$ cat src/mvt_pkg.sv
// shared types and constants for the 4x4 matrix-vector transform
package mvt_pkg;

  localparam int DIM    = 4;
  localparam int NREGS  = 8;
  localparam int WORD_W = 32;
  localparam int REG_W  = 64;
  localparam int ADDR_W = 6;
  localparam int IDX_W  = 3;
  localparam int PROD_W = 2 * WORD_W;
  localparam int PAIR_W = PROD_W + 1;
  localparam int SUM_W  = PROD_W + 2;

  // register indexes
  localparam logic [IDX_W-1:0] REG_ROW0_COLS01 = 3'd0;
  localparam logic [IDX_W-1:0] REG_ROW0_COLS23 = 3'd1;
  localparam logic [IDX_W-1:0] REG_ROW1_COLS01 = 3'd2;
  localparam logic [IDX_W-1:0] REG_ROW1_COLS23 = 3'd3;
  localparam logic [IDX_W-1:0] REG_ROW2_COLS01 = 3'd4;
  localparam logic [IDX_W-1:0] REG_ROW2_COLS23 = 3'd5;
  localparam logic [IDX_W-1:0] REG_ROW3_COLS01 = 3'd6;
  localparam logic [IDX_W-1:0] REG_ROW3_COLS23 = 3'd7;

  typedef logic signed [WORD_W-1:0] word_t;
  typedef logic [REG_W-1:0]         cfg_reg_t;

  // per-stage load enables shared by all four lanes
  typedef struct packed {
    logic mul_en;
    logic add_en;
    logic out_en;
  } lane_ctl_t;

endpackage

$ cat src/mvt_cfg.sv
// coefficient register file behind the apb-style port
module mvt_cfg #(
  parameter int FRAC_BITS = 16
) (
  input  logic                         clk,
  input  logic                         rst,
  input  logic                         psel,
  input  logic                         penable,
  input  logic                         pwrite,
  input  logic [mvt_pkg::ADDR_W-1:0]   paddr,
  input  logic [mvt_pkg::REG_W-1:0]    pwdata,
  output logic [mvt_pkg::REG_W-1:0]    prdata,
  output logic                         pready,
  output mvt_pkg::word_t               coef [mvt_pkg::DIM][mvt_pkg::DIM]
);

  localparam mvt_pkg::cfg_reg_t ONE_LO = mvt_pkg::REG_W'(1) << FRAC_BITS;
  localparam mvt_pkg::cfg_reg_t ONE_HI = ONE_LO << mvt_pkg::WORD_W;

  mvt_pkg::cfg_reg_t regs [mvt_pkg::NREGS];
  logic [mvt_pkg::IDX_W-1:0] idx;
  logic wr;

  assign idx    = paddr[mvt_pkg::ADDR_W-1:mvt_pkg::ADDR_W-mvt_pkg::IDX_W];
  assign wr     = psel && penable && pwrite && pready;
  assign pready = 1'b1;
  assign prdata = regs[idx];

  always_ff @(posedge clk) begin
    if (rst) begin
      // identity matrix
      regs[mvt_pkg::REG_ROW0_COLS01] <= ONE_LO;
      regs[mvt_pkg::REG_ROW0_COLS23] <= '0;
      regs[mvt_pkg::REG_ROW1_COLS01] <= ONE_HI;
      regs[mvt_pkg::REG_ROW1_COLS23] <= '0;
      regs[mvt_pkg::REG_ROW2_COLS01] <= '0;
      regs[mvt_pkg::REG_ROW2_COLS23] <= ONE_LO;
      regs[mvt_pkg::REG_ROW3_COLS01] <= '0;
      regs[mvt_pkg::REG_ROW3_COLS23] <= ONE_HI;
    end else if (wr) begin
      regs[idx] <= pwdata;
    end
  end

  always_comb begin
    for (int r = 0; r < mvt_pkg::DIM; r++) begin
      for (int c = 0; c < mvt_pkg::DIM; c++) begin
        if (c % 2 == 1) begin
          coef[r][c] = regs[mvt_pkg::IDX_W'(2*r + c/2)][mvt_pkg::REG_W-1:mvt_pkg::WORD_W];
        end else begin
          coef[r][c] = regs[mvt_pkg::IDX_W'(2*r + c/2)][mvt_pkg::WORD_W-1:0];
        end
      end
    end
  end

endmodule

$ cat config.mk
export PLATFORM = sky130hd
export DESIGN_NAME = mvt_cfg
export DESIGN_NICKNAME = d
export VERILOG_FILES = /design/src/mvt_pkg.sv /design/src/mvt_cfg.sv
export SDC_FILE = /design/constraint.sdc
export NUM_CORES = 1
export LEC_CHECK = 0
export ABC_AREA = 1
export BUFFER_PORTS_ARGS = -buffer_cell sky130_fd_sc_hd__clkbuf_2
export CORE_AREA = 5 5 250 252
export DETAILED_ROUTE_END_ITERATION = 8
export DIE_AREA = 0 0 255 257
export GPL_ROUTABILITY_DRIVEN = 1
export PLACE_DENSITY = 0.74
export SLEW_MARGIN = 20
export SYNTH_ARGS = -nofsm -noshare
export SYNTH_HDL_FRONTEND = slang
export SYNTH_SLANG_ARGS = --single-unit
$ cat constraint.sdc
create_clock -name clk -period 4.1 [get_ports clk]
set_clock_uncertainty 0.05 [all_clocks]
set_input_delay 0.615 -clock clk [delete_from_list [all_inputs] [get_ports clk]]
set_output_delay 0.615 -clock clk [all_outputs]
set_load 0.02 [all_outputs]
Word level (Yosys, flattened, before mapping):

Memories as Yosys holds them, arrays and structs flattened.
Cells that the tools add are included.

* register bits: 0
* memories: 1
* bits in writable memories: 512
* bits of input ports: 75

* reductions and logical operators: 3
* mux-type cells: 8

Memory list
* regs: words 8, width 64, rd ports 9, clocked after Yosys merged registers in 0, write ports 8, RTL line mvt_cfg.sv:20 `mvt_pkg::cfg_reg_t regs [mvt_pkg::NREGS];`

Operators by type and width (number)
* 64-bit two-way mux: 1
* 64-bit OR reduction: 1
* 1-bit two-way mux: 6
* 3-bit two-way mux: 1
* 1-bit logical AND: 2

Logic depth before layout (Yosys ltp):

* depth in word-level cells: 7
* mapped depth: 9
* mapped depth without buffers: 7

Least setup slack after synthesis:

OpenSTA, ideal clock, no wires.

* path type: input -> register
* start: input paddr[4] (netlist bit)
* end: memory regs[3][0] (netlist bit) (enable)
* required time: 3.626 ns
* library setup time: 0.424 ns
* stages on the path: 8
* slack: 0.801 ns
* arrival: 2.825 ns
* path through: buf_4 > inv_2 > buf_6 > nor3_1 > nand2_1 > buf_4 > buf_4 > nand2_1

RTL lines
* start: declaration: RTL line mvt_cfg.sv:10 `input logic [mvt_pkg::ADDR_W-1:0] paddr,`
* end: declaration: RTL line mvt_cfg.sv:20

Final worst setup path:

* start: input paddr[5] (netlist bit)
* end: output prdata[62] (netlist bit)

* word-level cells in the longest chain between the ends: 1

RTL lines
* memory 8 x 64 bit
* end: declaration: RTL line mvt_cfg.sv:12 `output logic [mvt_pkg::REG_W-1:0] prdata,`

No other way between the ends.

==> flow_summary_export.csv <==
group,metric,value,unit
power,p_switching,3620,uW
routing,drc,0,
clock_tree,ctsLongestPathBuffers,3,
synthesis,syn_inst,2612,
place,place.gp.congestion,0.874,
power,comb_power_share,14.4,%
clock_tree,clock-sinks,512,
sta,timing.final.crit_share,80.5,%
sta,rsz0062_at_grt,"no",
synthesis,synth_nets,2687,
synthesis,synthTopCellsByArea,"edfxtp_1, nand2_1, nor2_1",
sta,slew_viol_final,0,
die,fp.dieArea,0.0655,mm^2
clock_tree,cts_setup_buffers,0,
hold_path,min_from,"pwdata[46]",
die,ioPinCount,652,
hold_path,hold_class,"in2reg",
synthesis,ys_seq_area_share,65.5,%
synthesis,synth_top_cell_by_area,"edfxtp_1",
layout,top_register,"regs",
job,max-cap-violations,0,
worst_setup_path,path_cells,"buf_4, clkinv_2, buf_4, nand4_1, nand2_1, nor2_1, nand2_1, clkbuf_2",
worst_setup_path,setup.worst_path.start_class,"primary input",
grt,grt_start_max_net_pins,85,
clock_tree,cts.clk_slew.worst_paths,0.06,ns
place,hpwl,58.0,mm
synthesis,synth_top_family_by_area,"simple AND/OR/NAND/NOR gates",
layout,largest_reg_flops,512,
routing,dr.pass1.iters,7,
die,core_region_area,0.0599,mm^2
synthesis,syn_area,0.0235,mm^2
clock_tree,cts_root_buf,"clkbuf_16",
routing,vias_per_cell,5.22,
power,leakage,0.0143,uW
outcome,status,"complete, no violations",
routing,vias,21100,
worst_setup_path,required,3.43,ns
synthesis,synth_cell_type_count,16,
clock_tree,tritoncts.num_buffers,54,
synthesis,synth-simple-area-share,30.2,%
clock_tree,htree_levels,2,
power,p_per_area,442,mW/mm^2
synthesis,syn-mean-instance-area,8.99,um^2
grt,grt_pass1_vias,20000,
synthesis,synth_fa_ha_area_share,0,%
sta,fin_crit,3.30,ns
clock_tree,cts_tree,"done",
grt,grt.overflow.total,0,
grt,antenna_found_initial,3,
clock_tree,cts-hold-fix-buffers,0,
die,start_util,39.2,%
synthesis,synthXorXnorAreaFrac,0,%
layout,reg_top3,"regs x512",
sta,slew-limit-headroom,18.3,%
worst_setup_path,worstPathArrival,2.63,ns
die,die_y,257,um
hold_path,hold_depth,3,
worst_setup_path,critPathMaxStageDelay,0.45,ns
synthesis,ys_ff_latch,512,
place,io_buffers,647,
power,power.share.sequential,47.8,%
routing,routed_wl,91.1,mm
worst_setup_path,critPathCaptureType,"primary output",
grt,grt_use_total,26.5,%
layout,fin_nets,3285,
layout,syn2layout_area_growth,25.7,%
power,power.clock.fraction,37.8,%
power,ir_drop,0.000362,V
synthesis,synth_top_area_share,65.5,%
routing,ant_nets,0,
worst_setup_path,path_buf_inv,4,
routing,routedWlPerCell,22.6,um
synthesis,synth_compound_area_share,0,%
synthesis,ys.warnings.count,0,
worst_setup_path,cp_slowest_cell,"clkinv_2",
routing,first_iter_violations,2380,
synthesis,synth_mux_area_share,0,%
worst_setup_path,critPathTopFamily,"buffers and inverters",
sta,setup_viol,0,
hold_path,hold_end,"regs[4][46]",
sta,hold_violations,0,
worst_setup_path,critical_path_class,"in2out",
sta,worst_pin_slew,1.23,ns
clock_tree,cts_resized,0,
die,rows,90,
sta,fmax,0.303,GHz
power,power,13000,uW
sta,finalSetupTns,0,ns
power,cellInternalPower,9430,uW
worst_setup_path,worst-path-max-fanout,25,
layout,drive_gt1_share,24.3,%
power,swShare,27.8,%
die,die_w,255,um
grt,grt_pass1_wl,130,mm
==> power groups by stage <==
stage	logic (uW)	clock network [uW]	registers, uW
after floorplan	705	0	6680
final	1880	4930	6240
after global routing	2010	5190	6260
after global placement	1860	0	6330
after CTS	1880	4960	6230
after detailed placement	1870	0	6340
==> synthesized netlist by cell type <==
master	number
nor2_1	514
nor2_2	2
nand2_1	1341
nand4_1	7
buf_2	64
buf_6	9
clkbuf_1	64
buf_1	10
nor3_1	2
nand3_2	2
edfxtp_1	512
nand3_1	6
conb_1	1
inv_1	65
buf_4	6
inv_2	7
==> worst max path at each step <==
stage | endpoint | slack, ns | from | depth (start not counted)
after floorplan | regs[3][0] | 0.80 | paddr[4] | 8
after global placement | regs[5][32] | 0.73 | paddr[5] | 6
after detailed placement | regs[5][35] | 0.68 | paddr[5] | 6
after CTS | prdata[62] | 0.81 | paddr[5] | 8
after global routing | prdata[62] | 0.70 | paddr[5] | 8
final | prdata[62] | 0.80 | paddr[5] | 8
==> worst min-delay path: cells and delay by family <==
family | cells | cell delay (ns)
and+or+nand+nor | 1 | 0.12
buffers and inverters | 2 | 0.18
==> placed cells by master (no fill, tap or decap), types with 2 or more instances in the layout <==
cell and n:
buf_4 26, bufinv_16 6, clkinv_1 15, inv_2 4, nor3_1 2, nand3_1 4, clkbuf_2 644, nand3_4 4
clkinvlp_4 2, nand4_1 7, edfxtp_1 512, nand2_4 10, clkbuf_16 57, inv_1 65, buf_12 23, diode_2 2
nand2_1 1331, nor2_2 2, clkbuf_1 10, clkinv_2 10, nor2_1 514
==> cell type report <==
class                   count  area, um^2
repair buffers            695        3900
flip-flops and latches    512       15400
clock buffers              67        1460
inverters                  72         282
multi-input cells        1875        7200
fillers                  5534       30400
diodes                      2        5.00
well taps                 782         978
clock inverters            32         297
==> metrics by stage <==
step / hold slack [ns] / instances / setup WS (ns) / area [um^2] / util (%)
floorplan: 0.780 / 2612 / 0.801 / 23500 / -
global placement: 0.970 / 3936 / 0.729 / 27700 / 46.3
detailed placement: 0.978 / 3936 / 0.678 / 27700 / 46.3
CTS: 0.339 / 4035 / 0.805 / 29500 / 49.2
global route: 0.381 / 4037 / 0.703 / 29500 / 49.2
finish: 0.371 / 4037 / 0.802 / 29500 / 49.2
==> metal layers <==
layer  track usage (%)  wire, um
met1              33.7     33300
met5                 0         0
met3              5.50      9340
met2              44.0     43800
met4              11.3      4670
==> cell families (layout without fill, tap and decap cells) <==
family	Yosys count	after routing
DFF	512	512
and+or+nand+nor	1874	1874
other	1	3
buffers and inverters	225	866
(Power assumes the default switching activity.)
